[src/design/csbm_pkg.sv]
package csbm_pkg;
   localparam int ELEM_BITS   = 16;
   localparam int MAX_VEC_LEN = 512;
   localparam int ACC_W  = 48;
   localparam int PROD_W = 96;
   localparam int LIM_W  = 126;
   localparam int SIM_W  = 16;
   localparam int IDX_W  = 10;

   typedef struct packed {
      logic signed [ACC_W-1:0] dot;
      logic [ACC_W-1:0]        qn;
      logic [ACC_W-1:0]        kn;
      logic                    last_key;
   } vec_sums_type;

   typedef struct packed {
      logic signed [SIM_W-1:0] sim;
      logic [IDX_W-1:0]        key_index;
      logic [IDX_W-1:0]        best_index;
      logic signed [SIM_W-1:0] best_sim;
      logic                    done;
   } result_type;

   localparam logic signed [SIM_W-1:0] SCORE_RESET = 16'sh8000;
endpackage

[src/design/csbm_accum.sv]
// Front part: accumulate dot product and both norms, saturating.
module csbm_accum (
   input  logic                                clock,
   input  logic                                reset,
   input  logic                                in_valid,
   output logic                                in_ready,
   input  logic signed [csbm_pkg::ELEM_BITS-1:0] q,
   input  logic signed [csbm_pkg::ELEM_BITS-1:0] k,
   input  logic                                last_elem,
   input  logic                                last_key,
   output logic                                out_valid,
   input  logic                                out_ready,
   output csbm_pkg::vec_sums_type              out_sums
);
   import csbm_pkg::*;

   localparam int PW = 2*ELEM_BITS;
   localparam logic signed [ACC_W:0] POS_MAX = {2'b00, {(ACC_W-1){1'b1}}};
   localparam logic signed [ACC_W:0] NEG_MIN = {2'b11, {(ACC_W-1){1'b0}}};

   logic signed [ACC_W-1:0] dot_ff, dot_in;
   logic [ACC_W-1:0] qn_ff, qn_in, kn_ff, kn_in;
   logic signed [PW-1:0] pd, pq, pk;
   logic signed [ACC_W:0] dsum;
   logic [ACC_W:0] qsum, ksum;
   logic take, emit;

   // Result queue holds one entry; accept while it is free or draining.
   logic             pend_ff;
   vec_sums_type     pend_data_ff;

   assign in_ready  = !pend_ff || out_ready;
   assign take      = in_valid && in_ready;
   assign emit      = take && last_elem;
   assign out_valid = pend_ff;
   assign out_sums  = pend_data_ff;

   always_comb begin
      pd   = PW'(q) * PW'(k);
      pq   = PW'(q) * PW'(q);
      pk   = PW'(k) * PW'(k);
      dsum = (ACC_W+1)'(dot_ff) + (ACC_W+1)'(pd);
      qsum = (ACC_W+1)'(qn_ff) + (ACC_W+1)'($unsigned(pq));
      ksum = (ACC_W+1)'(kn_ff) + (ACC_W+1)'($unsigned(pk));
      if (dsum > POS_MAX) dot_in = POS_MAX[ACC_W-1:0];
      else if (dsum < NEG_MIN) dot_in = NEG_MIN[ACC_W-1:0];
      else dot_in = dsum[ACC_W-1:0];
      qn_in = qsum[ACC_W] ? {ACC_W{1'b1}} : qsum[ACC_W-1:0];
      kn_in = ksum[ACC_W] ? {ACC_W{1'b1}} : ksum[ACC_W-1:0];
   end

   always_ff @(posedge clock) begin
      if (reset) begin
         dot_ff  <= '0;
         qn_ff   <= '0;
         kn_ff   <= '0;
         pend_ff <= 1'b0;
      end else begin
         if (take) begin
            dot_ff <= emit ? '0 : dot_in;
            qn_ff  <= emit ? '0 : qn_in;
            kn_ff  <= emit ? '0 : kn_in;
         end
         if (emit) pend_ff <= 1'b1;
         else if (out_ready) pend_ff <= 1'b0;
      end
      if (emit) begin
         pend_data_ff.dot      <= dot_in;
         pend_data_ff.qn       <= qn_in;
         pend_data_ff.kn       <= kn_in;
         pend_data_ff.last_key <= last_key;
      end
   end
endmodule

[config.mk]
export PLATFORM = sky130hd
export DESIGN_NAME = csbm_accum
export DESIGN_NICKNAME = d
export VERILOG_FILES = /design/src/design/csbm_pkg.sv /design/src/design/csbm_accum.sv
export SDC_FILE = /design/constraint.sdc
export NUM_CORES = 2
export LEC_CHECK = 0
export BUFFER_PORTS_ARGS = -buffer_cell sky130_fd_sc_hd__buf_2
export CAP_MARGIN = 5
export CORE_ASPECT_RATIO = 2
export CORE_MARGIN = 1.5
export CORE_UTILIZATION = 30
export DETAILED_ROUTE_END_ITERATION = 8
export PLACE_DENSITY_LB_ADDON = 0.25
export SYNTH_ARGS = -nofsm -noshare
export SYNTH_HDL_FRONTEND = slang
export SYNTH_SLANG_ARGS = --single-unit
[constraint.sdc]
create_clock -name clock -period 30.2 [get_ports clock]
set_clock_uncertainty 0.05 [all_clocks]
set_input_delay 6.04 -clock clock [delete_from_list [all_inputs] [get_ports clock]]
set_output_delay 6.04 -clock clock [all_outputs]
set_load 0.01 [all_outputs]
==> impl_results.md <==
* Largest net degree at the start of global routing at 98
* Crit path max-delay cell type: a2111oi_0
* Die X at 282.3 um
* Setup-failing EPs final at 0
* Share of layout cells above drive strength 1 at 7.160%
* Average cell area after synthesis at 9.254 sq um
* TritonCTS Buffers at 37
* CTS tree: yes
* Ys async rst share at 0%
* Die Ht at 561.5 um
* Max-cap check violation count at 0
* WL per Instance at 20.40 um
* Synth cell count leaders: inv_1, fa_1, nand2_1, ha_1, nor2_1
* Synth area leaders: fa_1, ha_1, edfxtp_1
* Sink Count at 290
* Period utilisation layout at 52.22%
* Status: complete, no violations
* Synth top area share at 35.94%
* Fin crit period at 15770 ps
* Critical path start-end classification: in2reg
* Clk slew on worst S/H paths at 60 ps
* Post CTS Setup Buffer Count at 0
* Final hold viol count at 0
* RSZ-0062 raised after global routing: no
* GPL Wtd Cong at 0.8814
* First-pass GRT wire length at 225.9 mm
* CP peak stage delay at 820 ps
* Critical path origin: q[8]
* CP required at 30470 ps
* Min-Delay Path Class: reg2reg
* Hold Path Origin: qn_ff[13]
* Layout net count at 6372
* Register bit count reported by yosys at 290
* Startpoint types: primary input
* Area leader, netlist: fa_1
* H-tree Lvls at 2
* Cells after Synth at 5056
* Final Core Density at 33.04%
* Detailed router's first-iteration violation count at 1600
* Worst slew pin tran at 1095 ps
* Post-synth EDFFs at 145
* Synth unique cells at 88
* FILL cells at 16360
* Most Frequent Cell on Critical Path: fa_1
* Vias per inst at 4.858
* Most frequent cell after synthesis: inv_1
* Antenna violations before repair at 16
* Post-cts repair resize count at 0
* # hold bufs at CTS at 0
* All-Layer GR Usage at 18.91%
* Num ports at 185
* Worst R2R Start: dot_ff[7]
* Final TNS setup at 0 ps
* Antenna Violating Nets Remaining at 0
* Row count at 204
* Vias in the first global route at 38880
* DP HPWL at 117.0 mm
* CP max FO at 26
* IO buf count at 184
* Post-synth net total at 6317
* P&R area growth vs syn at 9.228%
* Worst Path Arrival at 16040 ps
* Die area at 158500 sq um
* Final-report max-slew violation count at 0
* Worst-Skew Late Latency at 600 ps
* Via count at 35030
* Fmax at 0.06341 GHz
* DRC Markers at 0
* Yosys warns at 0
* GRT overflow at 0
* Sequential area share after synthesis at 15.51%
* Final WL at 147.1 mm
* Core area at 154700 sq um
* Leading register cell type out of synthesis: edfxtp_1
* Starting density of the core at 30.25%
* Synth Cell Area at 46790 sq um
* Clock Tree Buf Depth at 3
* Crit. End Element: register
* Root Driver: clkbuf_16
* Max-slew headroom at 27.02%
* Pre-antenna DRT Iters at 7
==> cell families after synthesis <==
logic type	Yosys count	synth area share (%)
mux	14	0.3316
xor+xnor	202	3.797
flops	290	15.51
compound gates	770	11.15
simple gates	1183	11.65
buf+inv	1354	10.96
fa+ha+maj	1243	46.61
==> worst max-delay path: cells and delay by family <==
family,cells,cell delay [ps]
xor gates and xnor gates,1,90
buffers and inverters,7,1320
muxes,1,310
AOI/OAI and AO/OA,10,3720
and+or+nand+nor,5,1000
adders and majority gates,8,3560
==> cell usage in the layout, fill, tap and decap left out, drive strengths merged, types with 34 or more instances in the layout <==
cell,instances
inv,1130
xor2,59
nand2,504
a31oi,64
buf,228
fa,840
nor3,34
nand3,59
a21o,90
nor2,253
clkbuf,42
dfxtp,145
o21ai,124
ha,383
and2,167
a21oi,206
xnor2,143
edfxtp,145
==> layer usage <==
metal	part of all wire (%)	GRT usage, %	up-vias
met3	2.6	1.325	291
met2	59	38.74	728
li1	-	-	16020
met5	0.016	0	-
met4	4.3	7.447	4
met1	34	19.18	17990
==> flip-flops by register name, indices dropped and copies added (netlist names) <==
| name | count |
|---|---|
| qn_ff | 48 |
| dot_ff | 48 |
| out_valid | 1 |
| kn_ff | 48 |
| out_sums | 145 |
==> final cells by class <==
class / count / area (sq um) / area share [%]
diodes: 11 / 27.53 / 0.05386
clock buffers: 42 / 964.7 / 1.888
clock inverters: 26 / 285.3 / 0.5582
inverters: 1142 / 4292 / 8.397
multi-input cells: 3412 / 34450 / 67.41
flip-flops and latches: 290 / 7257 / 14.20
well taps: 2060 / 2577 / 5.043
repair buffers: 228 / 1251 / 2.448
==> through the flow <==
stage	area (sq um)	instances	setup slack [ps]	hold WS (ps)
after floorplan	46790	5056	15780	381.8
after global placement	49830	7132	13890	392.4
after detailed placement	49830	7132	13800	400.8
after CTS	51080	7200	14400	409.5
after global routing	51080	7201	13820	419.3
final	51110	7211	14430	408.1
==> final timing paths <==
check / to / slack [ps] / cells after the start
min reg2reg: qn_ff[13] / 410 / 2
max: out_sums[94] / 14430 / 32
max reg2reg: out_sums[114] / 22890 / 19
min: qn_ff[13] / 410 / 2
Power is left out: the tool's default activity adds up to more than one toggle a clock period on the data nets, which glitch-free logic cannot reach.
