## src/design/csbm_pkg.sv

```systemverilog
package csbm_pkg;
   localparam int ELEM_BITS   = 16;
   localparam int MAX_VEC_LEN = 512;
   localparam int ACC_W  = 48;
   localparam int PROD_W = 96;
   localparam int LIM_W  = 126;
   localparam int SIM_W  = 16;
   localparam int IDX_W  = 10;

   typedef struct packed {
      logic signed [ACC_W-1:0] dot;
      logic [ACC_W-1:0]        qn;
      logic [ACC_W-1:0]        kn;
      logic                    last_key;
   } vec_sums_type;

   typedef struct packed {
      logic signed [SIM_W-1:0] sim;
      logic [IDX_W-1:0]        key_index;
      logic [IDX_W-1:0]        best_index;
      logic signed [SIM_W-1:0] best_sim;
      logic                    done;
   } result_type;

   localparam logic signed [SIM_W-1:0] SCORE_RESET = 16'sh8000;
endpackage

```

## src/design/csbm_fifo.sv

```systemverilog
// Short queue between accumulator and similarity unit.
module csbm_fifo #(
   parameter int DEPTH = 4
) (
   input  logic                   clock,
   input  logic                   reset,
   input  logic                   in_valid,
   output logic                   in_ready,
   input  csbm_pkg::vec_sums_type in_data,
   output logic                   out_valid,
   input  logic                   out_ready,
   output csbm_pkg::vec_sums_type out_data
);
   import csbm_pkg::*;

   localparam int AW = (DEPTH > 1) ? $clog2(DEPTH) : 1;

   vec_sums_type mem_ff [DEPTH];
   logic [AW-1:0] wp_ff, rp_ff;
   logic [AW:0]   cnt_ff;
   logic push, pop;

   assign in_ready  = cnt_ff != (AW+1)'(DEPTH);
   assign out_valid = cnt_ff != '0;
   assign push      = in_valid && in_ready;
   assign pop       = out_valid && out_ready;
   assign out_data  = mem_ff[rp_ff];

   always_ff @(posedge clock) begin
      if (reset) begin
         wp_ff  <= '0;
         rp_ff  <= '0;
         cnt_ff <= '0;
      end else begin
         if (push) wp_ff <= (wp_ff == AW'(DEPTH-1)) ? '0 : wp_ff + 1'b1;
         if (pop)  rp_ff <= (rp_ff == AW'(DEPTH-1)) ? '0 : rp_ff + 1'b1;
         cnt_ff <= cnt_ff + (AW+1)'(push) - (AW+1)'(pop);
      end
      if (push) mem_ff[wp_ff] <= in_data;
   end
endmodule

```

## config.mk

```make
export PLATFORM = sky130hd
export DESIGN_NAME = csbm_fifo
export DESIGN_NICKNAME = d
export VERILOG_FILES = /design/src/design/csbm_pkg.sv /design/src/design/csbm_fifo.sv
export SDC_FILE = /design/constraint.sdc
export NUM_CORES = 1
export LEC_CHECK = 0
export ABC_AREA = 1
export BUFFER_PORTS_ARGS = -buffer_cell sky130_fd_sc_hd__buf_2
export CAP_MARGIN = 5
export CORE_UTILIZATION = 35
export DETAILED_ROUTE_END_ITERATION = 16
export PLACE_DENSITY = 0.6
export SETUP_SLACK_MARGIN = 0.5
export SYNTH_ARGS = -nofsm -noshare
export SYNTH_HDL_FRONTEND = slang
export SYNTH_SLANG_ARGS = --single-unit
```

## constraint.sdc

```tcl
create_clock -name clock -period 17.6 [get_ports clock]
set_input_delay 3.52 -clock clock [delete_from_list [all_inputs] [get_ports clock]]
set_output_delay 3.52 -clock clock [all_outputs]
set_load 0.01 [all_outputs]
```

==> results of run 1 <==
final timing paths:
kind,startpoint,to,slack [ps],depth (start not counted)
max,flip-flop,out_data[109],10410,5
min,rp_ff[0],flip-flop,520,2
max reg2reg,cnt_ff[1],mem_ff[2][62],14300,6
min reg2reg,rp_ff[0],flip-flop,520,2
cell usage in the layout, fill, tap and decap left out, drive strengths merged, types with 3 or more instances in the layout:
cell,instances
buf,313
bufinv,4
clkbuf,89
clkinv,14
clkinvlp,3
dfxtp,9
edfxtp,580
ha,7
inv,18
nand2,10
nor2,307
o21ai,290
o22ai,145
flip-flops by register name, summed over array words and instances (netlist names), named ones only:
signal  flops
wp_ff       2
cnt_ff      3
mem_ff    580
rp_ff       2
per-layer routing:
layer  up-vias  global-route usage (%)  wire length (um)
li1       6109                       -                 -
met1      6564                    18.8             20900
met2       324                    27.3             25200
met3       100                    4.53              3250
met4        14                    5.32              1280
met5         -                       0                92
power groups by stage:
stage	clock (mW)	sequential, mW	combinational [mW]
floorplan	0	1.81	0.655
global placement	0	1.80	1.08
detailed placement	0	1.81	1.09
CTS	1.36	1.78	1.09
global route	1.40	1.79	1.18
finish	1.32	1.77	1.07
through the flow:
| stage | power, mW | util [%] | setup WS [ps] |
|---|---|---|---|
| 2_1_floorplan | 2.46 | - | 7250 |
| 3_3_place_gp | 2.88 | 39.0 | 11090 |
| 3_5_place_dp | 2.90 | 39.0 | 10990 |
| 4_1_cts | 4.23 | 42.4 | 10310 |
| 5_1_grt | 4.38 | 42.4 | 10120 |
| 6_report | 4.17 | 42.4 | 10410 |
critical path, cell delays in order, from the launching register on:
cell,delay [ps]
dfxtp_4,770
buf_4,650
buf_4,860
o21ai_0,260
o22ai_1,260
buf_2,170
logic make-up after synthesis:
| logic type | share of synthesized area [%] |
|---|---|
| AOI/OAI and AO/OA | 10.9 |
| xor gates and xnor gates | 0.0401 |
| adders and majority gates | 0.493 |
| buffers and inverters | 2.47 |
| DFF | 80.6 |
| and+or+nand+nor | 5.57 |
area by class of cell:
type / count / area share [%]
sequential: 589 / 67.3
multi-input combinational: 767 / 14.3
clock buffer: 89 / 7.05
timing repair buffer: 313 / 6.21
tap: 837 / 4.00
clock inverter: 25 / 0.937
inverter: 14 / 0.239
antenna: 2 / 0.0191
==> run summary, run 1 <==
Status -> completed
Placed Cells -> 2520
Syn nets -> 1622
Hold Crit Class -> flip-flop to flip-flop
Setup TNS -> 0 ps
Sequential area share after synthesis -> 80.6%
Initial DRC count -> 747
Pins Over Slew Limit -> 0
Filler cell count in the final layout -> 5608
Power Density -> 159 mW/mm^2
Vias in the first global route -> 13100
Sw Pwr -> 1.32 mW
Final cell count without fillers -> 2636
First-pass GRT wire length -> 76000 um
CTS Buffer Depth -> 3
Area Growth Syn to Fin -> 19.8%
RSZ-0062 raised after global routing -> no
Cts repair resizes -> 0
Root buf cell -> clkbuf_16
Tcrit/Tclk final -> 40.9%
Fmax -> 139 MHz
Sw Ratio -> 31.6%
Routed Antenna Nets -> 0
CTS tree -> done
Vias -> 13100
Worst slew margin -> 14.8%
Post-synthesis cell type count -> 20
Post-detail-place hpwl -> 27200 um
Post-CTS Setup Repair Bufs -> 0
Seq pwr share -> 42.6%
Number of flops mapped to enable cells by yosys -> 580
Final setup violating endpoints -> 0
Vias per cell -> 4.97
Starting density of the core -> 35.4%
Ys flop type -> edfxtp_1
Die Area -> 0.0634 mm^2
CTS sink count -> 589
Num CTS Buffers -> 66
Tmin final -> 7190 ps
Flip-flop and latch area -> 0.0176 mm^2
DRC Markers -> 0
Leak -> 9.01 nW
Cell row count -> 91
CP Data Required Time -> 14080 ps
Internal power -> 2.85 mW
Leading area contributor after synthesis -> edfxtp_1
Max H-tree Level -> 3
Fin. Hold Viols -> 0
Clock Skews -> 29.5 ps
Setup crit start kind -> flip-flop
CP arrival -> 3670 ps
Design Area, Final -> 0.0262 mm^2
Post-synth top cells -> edfxtp_1, nor2_1, o21ai_0
Hold_buf cts -> 0
Count leader, synth -> edfxtp_1
RD Place Congestion -> 0.723
Post-layout nets -> 1908
Post-Synthesis Cells -> 1465
Chip Width -> 252 um
Layout cells sized above 1 -> 23.0%
I/O Buffers -> 295
Worst-margin pin slew -> 1280 ps
Routed WL per cell -> 19.2 um
DR pass1 iterations -> 7
Footprint of the multi-input gates -> 0.00373 mm^2
Maxcap violations -> 0
Die height -> 252 um
Cell area after synthesis -> 0.0218 mm^2
CORE AREA -> 0.0617 mm^2
Ys Warns -> 0
Post-synthesis async set-or-reset flop share -> 0%
Crit Path Max Fanout -> 100
Antenna violations before repair -> 10
Clk network pwr share -> 31.7%
CP endpoint kind -> output pin
Combinational power share -> 25.7%
Dpl cell area -> 0.0241 mm^2
Final wirelength -> 50700 um
Hold WS -> 517 ps
Largest net degree at the start of global routing -> 146
Ranking of synthesized cells by area -> edfxtp_1, o21ai_0, nor2_1
Clock latency on the worst-skew pair -> 590 ps
Grt ovf -> 0
Clk pin slew, worst setup/hold paths -> 60 ps
GRT Util Overall -> 15.8%
Io pins -> 296
Synthesized flop and latch total -> 589
Yosys top cell area share -> 79.7%
Post-synthesis average cell area -> 14.9 um^2
VDD IR max -> 93.1 uV
WS Path Type -> flip-flop to output pin
(Power assumes the default switching activity.)
==> run 2: changes to the inputs <==
==> constraint.sdc (replaced) <==
create_clock -name clock -period 6.7 [get_ports clock]
set_input_delay 1.34 -clock clock [delete_from_list [all_inputs] [get_ports clock]]
set_output_delay 1.34 -clock clock [all_outputs]
set_load 0.01 [all_outputs]
==> run 2 against run 1 <==
Against the previous run: worst setup slack got worse by 8500 ps; highest routed layer unchanged; design area is 0.25% lower; critical path depth unchanged; register-to-register slack worse by 10000 ps; critical path type unchanged; combinational power increased to 2.6 times the previous value; largest cell class unchanged; first-iteration DRC count rose by 19%; core utilization is 0.11 points lower; non-clock buffer count increased by 1; clock power increased to 2.5 times the previous value.
==> run summary, run 2 (synthesized netlist as in run 1, its figures left out) <==
Status -> completed (unchanged)
Largest net degree at the start of global routing -> 176 (was 146)
Antenna violations before repair -> 10 (unchanged)
Tcrit/Tclk final -> 71.1%
GRT Util Overall -> 15.1% (was 15.8%)
Clk pin slew, worst setup/hold paths -> 60 ps (about the same)
Footprint of the multi-input gates -> 0.00373 mm^2 (unchanged)
DR pass1 iterations -> 4 (was 7)
Initial DRC count -> 889 (was 747)
Commonest non-fill, non-tap cells in the layout -> edfxtp_1, nor2_1, buf_2, o21ai_0, o22ai_1 (unchanged)
Commonest non-fill, non-tap cell in the layout -> edfxtp_1 (unchanged)
First-pass GRT wire length -> 74000 um (was 76000 um)
Area Growth Syn to Fin -> 19.5% (was 19.8%)
Setup TNS -> 0 ps (unchanged)
Sw Pwr -> 3.42 mW (was 1.32 mW)
Hold_buf cts -> 0 (unchanged)
CP endpoint kind -> output pin (unchanged)
Fin. Hold Viols -> 0 (unchanged)
Leak -> 8.97 nW (was 9.01 nW)
I/O Buffers -> 295 (unchanged)
Vias per cell -> 4.97 (about the same)
Maxcap violations -> 0 (unchanged)
Final wirelength -> 49500 um (was 50700 um)
Pre-CTS WS -> 2580 ps (was 10990 ps)
Final worst setup slack -> 1940 ps (was 10410 ps)
Worst slew margin -> 29.4% (was 14.8%)
Combinational power share -> 26.1% (was 25.7%)
Metal3 WL -> 3460 um (was 3250 um)
Placed Cells -> 2521 (was 2520)
CP Data Required Time -> 5360 ps (was 14080 ps)
Design Area, Final -> 0.0261 mm^2 (was 0.0262 mm^2)
DRC Markers -> 0 (unchanged)
Top Layer Used -> met5 (unchanged)
Num CTS Buffers -> 61 (was 66)
Hold path depth -> 2 (unchanged)
Setup crit start kind -> flip-flop (unchanged)
Final setup violating endpoints -> 0 (unchanged)
Clk network pwr share -> 30.7% (was 31.7%)
Met2 wire len -> 24300 um (was 25200 um)
Chip Width -> 252 um (unchanged)
CORE AREA -> 0.0617 mm^2 (unchanged)
VDD IR max -> 258 uV (was 93.1 uV)
RSZ-0062 raised after global routing -> no (unchanged)
Root buf cell -> clkbuf_16 (unchanged)
Cts repair resizes -> 0 (unchanged)
Max H-tree Level -> 2 (was 3)
Clock Skews -> 16.9 ps (was 29.5 ps)
Sw Ratio -> 31.8% (was 31.6%)
R2r startpoint -> cnt_ff[1] (unchanged)
Routed WL per cell -> 18.7 um (was 19.2 um)
CTS Buffer Depth -> 3 (unchanged)
R2R Setup Slk -> 3980 ps (was 14300 ps)
Dpl cell area -> 0.0241 mm^2 (about the same)
Vias in the first global route -> 12700 (was 13100)
Cell row count -> 91 (unchanged)
Worst-margin pin slew -> 1060 ps (was 1280 ps)
CTS tree -> done (unchanged)
Internal power -> 7.35 mW (was 2.85 mW)
R2r worst-path depth -> 6 (unchanged)
Hold Crit Class -> flip-flop to flip-flop (unchanged)
Reg-to-Reg End -> mem_ff[0][103] (was mem_ff[2][62])
Reg with most FFs -> mem_ff (unchanged)
Routed Antenna Nets -> 0 (unchanged)
Die height -> 252 um (unchanged)
RD Place Congestion -> 0.728 (was 0.723)
Vias -> 13100 (unchanged)
CP arrival -> 3420 ps (was 3670 ps)
Post-detail-place hpwl -> 27100 um (was 27200 um)
Post-layout nets -> 1904 (was 1908)
Largest regs -> mem_ff x580, cnt_ff x3 (unchanged)
Flip-flop and latch area -> 0.0176 mm^2 (unchanged)
Layout cells sized above 1 -> 23.1% (was 23.0%)
Starting density of the core -> 35.4% (unchanged)
Pins Over Slew Limit -> 0 (unchanged)
Hold Crit Start -> rp_ff[0] (unchanged)
Seq pwr share -> 43.2% (was 42.6%)
Post-CTS Setup Repair Bufs -> 0 (unchanged)
WS Path Type -> flip-flop to output pin (unchanged)
Clock latency on the worst-skew pair -> 610 ps (was 590 ps)
Crit Path Max Fanout -> 87 (was 100)
Final cell count without fillers -> 2639 (was 2636)
Grt ovf -> 0 (unchanged)
Filler cell count in the final layout -> 5647 (was 5608)
Io pins -> 296 (unchanged)
Die Area -> 0.0634 mm^2 (unchanged)
Fmax -> 210 MHz
Power Density -> 412 mW/mm^2 (was 159 mW/mm^2)
CTS sink count -> 589 (unchanged)
Tmin final -> 4760 ps
Max reg flops -> 580 (unchanged)
Met1 wire length -> 20500 um (was 20900 um)
[run 2: cell count changes in the layout (fill, tap and decap cells not counted), moves of 2 or more]
cell	before	now
clkbuf_1	18	9
clkinv_2	8	17
clkbuf_16	71	63
clkinv_1	5	11
buf_12	1	4
diode_2	2	5
buf_4	17	15
bufinv_16	4	6
clkinvlp_4	3	5
inv_6	4	2
[run 2: cell type report]
cell class / instances / share of cell area, %
tap: 837 / 4.01
multi-input combinational: 767 / 14.3
timing repair buffer: 314 / 6.39
inverter: 14 / 0.240
clock buffer: 72 / 6.17
clock inverter: 41 / 1.39
antenna: 5 / 0.0479
sequential: 589 / 67.4
[run 2: metal layers]
layer | vias up | GRT usage [%]
met3 | 84 | 3.95
met2 | 369 | 25.7
li1 | 6114 | -
met5 | - | 0
met4 | 10 | 4.69
met1 | 6534 | 18.9
[run 2: critical path, cell delays in order, from the launching register on]
cell	delay, ps
dfxtp_4	770
buf_4	560
buf_4	750
o21ai_0	200
o22ai_1	220
buf_2	170
[run 2: how the worst max path moves through the flow]
stage                         start  slack [ps]  cells after the start            to
after global routing      flip-flop        1620                      5  out_data[92]
after CTS                 flip-flop        1900                      5  out_data[46]
after global placement    flip-flop        2660                      5  out_data[46]
final                     flip-flop        1940                      5  out_data[84]
after floorplan            in_valid       -1470                      2  mem_ff[0][0]
after detailed placement  flip-flop        2580                      5  out_data[46]
[run 2: power groups by stage]
stage / clock (mW) / combinational, mW / sequential (mW)
final: 3.30 / 2.81 / 4.65
after global routing: 3.52 / 3.10 / 4.68
after CTS: 3.39 / 2.87 / 4.65
after floorplan: 0 / 1.72 / 4.75
after detailed placement: 0 / 2.86 / 4.73
after global placement: 0 / 2.82 / 4.72
[run 2: per-stage QoR]
stage	hold WS, ps	power (mW)	util (%)
after floorplan	479	6.47	-
after global placement	493	7.54	39.1
final	517	10.8	42.3
after detailed placement	505	7.59	39.1
after CTS	521	10.9	42.3
after global routing	587	11.3	42.3
==> run 3: changes to the inputs <==
--- a/config.mk
+++ b/config.mk
@@ -5,7 +5,7 @@
 export SDC_FILE = /design/constraint.sdc
 export NUM_CORES = 1
 export LEC_CHECK = 0
-export ABC_AREA = 1
+export ABC_AREA = 0
 export BUFFER_PORTS_ARGS = -buffer_cell sky130_fd_sc_hd__buf_2
 export CAP_MARGIN = 5
 export CORE_UTILIZATION = 35
==> constraint.sdc (replaced) <==
create_clock -name clock -period 5 [get_ports clock]
set_input_delay 1 -clock clock [delete_from_list [all_inputs] [get_ports clock]]
set_output_delay 1 -clock clock [all_outputs]
set_load 0.01 [all_outputs]
==> run 3 against run 2 <==
Against the previous run: core utilization grew 0.97 points; clock skew is 2.5 ps higher; die area shrank 2.2%; combinational power down 3%; flip-flop and latch count stayed put; design area about the same; critical endpoint is now out_data[127]; synthesized cell count down 45%; worst setup slack worse by 650 ps; global-route usage decreased by 0.96 points; clock-buffer cell count rose by 6.
==> run summary, run 3 <==
Status -> completed (unchanged)
Dpl cell area -> 0.0240 mm^2 (was 0.0241 mm^2)
Sw Ratio -> 26.0% (was 31.8%)
Pins Over Slew Limit -> 0 (unchanged)
Hold Crit Class -> flip-flop to flip-flop (unchanged)
Internal power -> 10.1 mW (was 7.35 mW)
Initial DRC count -> 548 (was 889)
Worst slew margin -> 33.5% (was 29.4%)
Grt ovf -> 0 (unchanged)
Synthesized flop and latch total -> 589 (unchanged)
Leak -> 8.69 nW (was 8.97 nW)
Post-synthesis average cell area -> 26.5 um^2 (was 14.9 um^2)
Num CTS Buffers -> 66 (was 61)
Area Growth Syn to Fin -> 22.3% (was 19.5%)
Power Density -> 524 mW/mm^2 (was 412 mW/mm^2)
Cell row count -> 90 (was 91)
Setup crit start kind -> flip-flop (unchanged)
Filler cell count in the final layout -> 5182 (was 5647)
Clk network pwr share -> 34.1% (was 30.7%)
Worst-margin pin slew -> 997 ps (was 1060 ps)
Fin. Hold Viols -> 0 (unchanged)
CP Data Required Time -> 4000 ps (was 5360 ps)
Sequential area share after synthesis -> 82.4% (was 80.6%)
Die Area -> 0.0620 mm^2 (was 0.0634 mm^2)
Post-detail-place hpwl -> 26200 um (was 27100 um)
Post-synthesis async set-or-reset flop share -> 0% (unchanged)
Leading area contributor after synthesis -> edfxtp_1 (unchanged)
Pre-CTS WS -> 1780 ps (was 2580 ps)
I/O Buffers -> 295 (unchanged)
Combinational power share -> 20.0% (was 26.1%)
CTS sink count -> 589 (unchanged)
Commonest non-fill, non-tap cells in the layout -> edfxtp_1, buf_2, mux4_2, clkbuf_16, clkinv_1 (was edfxtp_1, nor2_1, buf_2, o21ai_0, o22ai_1)
Antenna violations before repair -> 9 (was 10)
DRC Markers -> 0 (unchanged)
Tmin final -> 3710 ps
Post-synthesis cell type count -> 25 (was 20)
Number of flops mapped to enable cells by yosys -> 580 (unchanged)
Syn nets -> 963 (was 1622)
CP arrival -> 2710 ps (was 3420 ps)
RD Place Congestion -> 0.732 (was 0.728)
VDD IR max -> 289 uV (was 258 uV)
Clk pin slew, worst setup/hold paths -> 60 ps (about the same)
Routed Antenna Nets -> 0 (unchanged)
Post-layout nets -> 1321 (was 1904)
Seq pwr share -> 45.9% (was 43.2%)
Maxcap violations -> 0 (unchanged)
Ys flop type -> edfxtp_1 (unchanged)
Max reg flops -> 580 (unchanged)
Layout cells sized above 1 -> 46.6% (was 23.1%)
Final worst setup slack -> 1290 ps (was 1940 ps)
Largest regs -> mem_ff x580, cnt_ff x3 (unchanged)
Io pins -> 296 (unchanged)
Tcrit/Tclk final -> 74.2%
Routed WL per cell -> 21.9 um (was 18.7 um)
RSZ-0062 raised after global routing -> no (unchanged)
Post-synth top cells -> edfxtp_1, mux4_2, buf_2 (was edfxtp_1, nor2_1, o21ai_0)
Reg with most FFs -> mem_ff (unchanged)
Design Area, Final -> 0.0261 mm^2 (about the same)
Clock Skews -> 19.4 ps (was 16.9 ps)
Cell area after synthesis -> 0.0214 mm^2 (was 0.0218 mm^2)
Largest net degree at the start of global routing -> 86 (was 176)
Fmax -> 270 MHz
Die height -> 249 um (was 252 um)
Max H-tree Level -> 3 (was 2)
WS Path Type -> flip-flop to output pin (unchanged)
GRT Util Overall -> 14.2% (was 15.1%)
Commonest non-fill, non-tap cell in the layout -> edfxtp_1 (unchanged)
Yosys top cell area share -> 81.6% (was 79.7%)
CP endpoint kind -> output pin (unchanged)
Setup TNS -> 0 ps (unchanged)
Crit Path Max Fanout -> 42 (was 87)
Util after Layout -> 43.3% (was 42.3%)
Vias -> 9718 (was 13100)
Hold_buf cts -> 0 (unchanged)
Final wirelength -> 43700 um (was 49500 um)
First-pass GRT wire length -> 65900 um (was 74000 um)
CORE AREA -> 0.0604 mm^2 (was 0.0617 mm^2)
CTS Buffer Depth -> 3 (unchanged)
Post-CTS Setup Repair Bufs -> 0 (unchanged)
Starting density of the core -> 35.4% (about the same)
DR pass1 iterations -> 4 (unchanged)
Sw Pwr -> 3.56 mW (was 3.42 mW)
Vias in the first global route -> 10700 (was 12700)
Cts repair resizes -> 0 (unchanged)
Ranking of synthesized cells by area -> edfxtp_1, mux4_2, dfxtp_1 (was edfxtp_1, o21ai_0, nor2_1)
Post-Synthesis Cells -> 806 (was 1465)
Ys Warns -> 0 (unchanged)
Clock latency on the worst-skew pair -> 590 ps (was 610 ps)
Root buf cell -> clkbuf_16 (unchanged)
Vias per cell -> 4.86 (was 4.97)
Final setup violating endpoints -> 0 (unchanged)
Count leader, synth -> edfxtp_1 (unchanged)
Chip Width -> 249 um (was 252 um)
CTS tree -> done (unchanged)
run 3: area by class of cell:
| class | instances | area, um^2 | share of cell area [%] |
|---|---|---|---|
| Antenna cell | 2 | 5.00 | 0.0192 |
| Multi-Input combinational cell | 178 | 3550 | 13.6 |
| Inverter | 5 | 18.8 | 0.0719 |
| Clock inverter | 41 | 369 | 1.41 |
| Timing Repair Buffer | 324 | 1840 | 7.06 |
| Tap cell | 782 | 978 | 3.75 |
| Clock buffer | 78 | 1740 | 6.66 |
| Sequential cell | 589 | 17600 | 67.4 |
run 3: worst max-delay path, stage by stage, from the launching register on:
cell	delay (ps)
dfxtp_4	940
buf_4	420
mux4_2	550
buf_2	160
run 3: per-layer routing:
metal	global-route usage, %	routed length [um]	up-vias
met2	22.8	21400	265
met1	17.9	18300	5133
met4	5.13	926	14
met3	4.76	3070	77
li1	-	-	4229
met5	0	82	-
run 3: power groups by stage:
stage                     sequential [mW]  clock, mW  combinational, mW
after floorplan                      6.26          0               1.75
after detailed placement             6.40          0               2.80
final                                6.28       4.67               2.73
after CTS                            6.30       4.80               2.81
after global placement               6.37          0               2.78
after global routing                 6.35       4.97               2.95
run 3: cells by family after synthesis:
| family | after synthesis | synth area share [%] |
|---|---|---|
| buffers and inverters | 39 | 1.03 |
| xor gates and xnor gates | 1 | 0.0410 |
| DFF | 589 | 82.4 |
| and+or+nand+nor | 18 | 0.475 |
| muxes | 147 | 15.4 |
| AOI/OAI and AO/OA | 4 | 0.141 |
| adders and majority gates | 8 | 0.504 |
run 3: final timing paths:
path	endpoint	depth (start not counted)	slack [ps]	from
worst min-delay path	flip-flop	2	490	rp_ff[0]
worst min register to register	flip-flop	2	490	rp_ff[0]
worst max-delay path	out_data[127]	3	1290	flip-flop
worst max register to register	cnt_ff[2]	10	2530	cnt_ff[1]
run 3: metrics by stage:
stage	std cells	hold WS (ps)	power [mW]
global route	1997	504	14.3
finish	1999	493	13.7
CTS	1997	494	13.9
global placement	1878	470	9.15
floorplan	806	463	8.02
detailed placement	1878	481	9.20
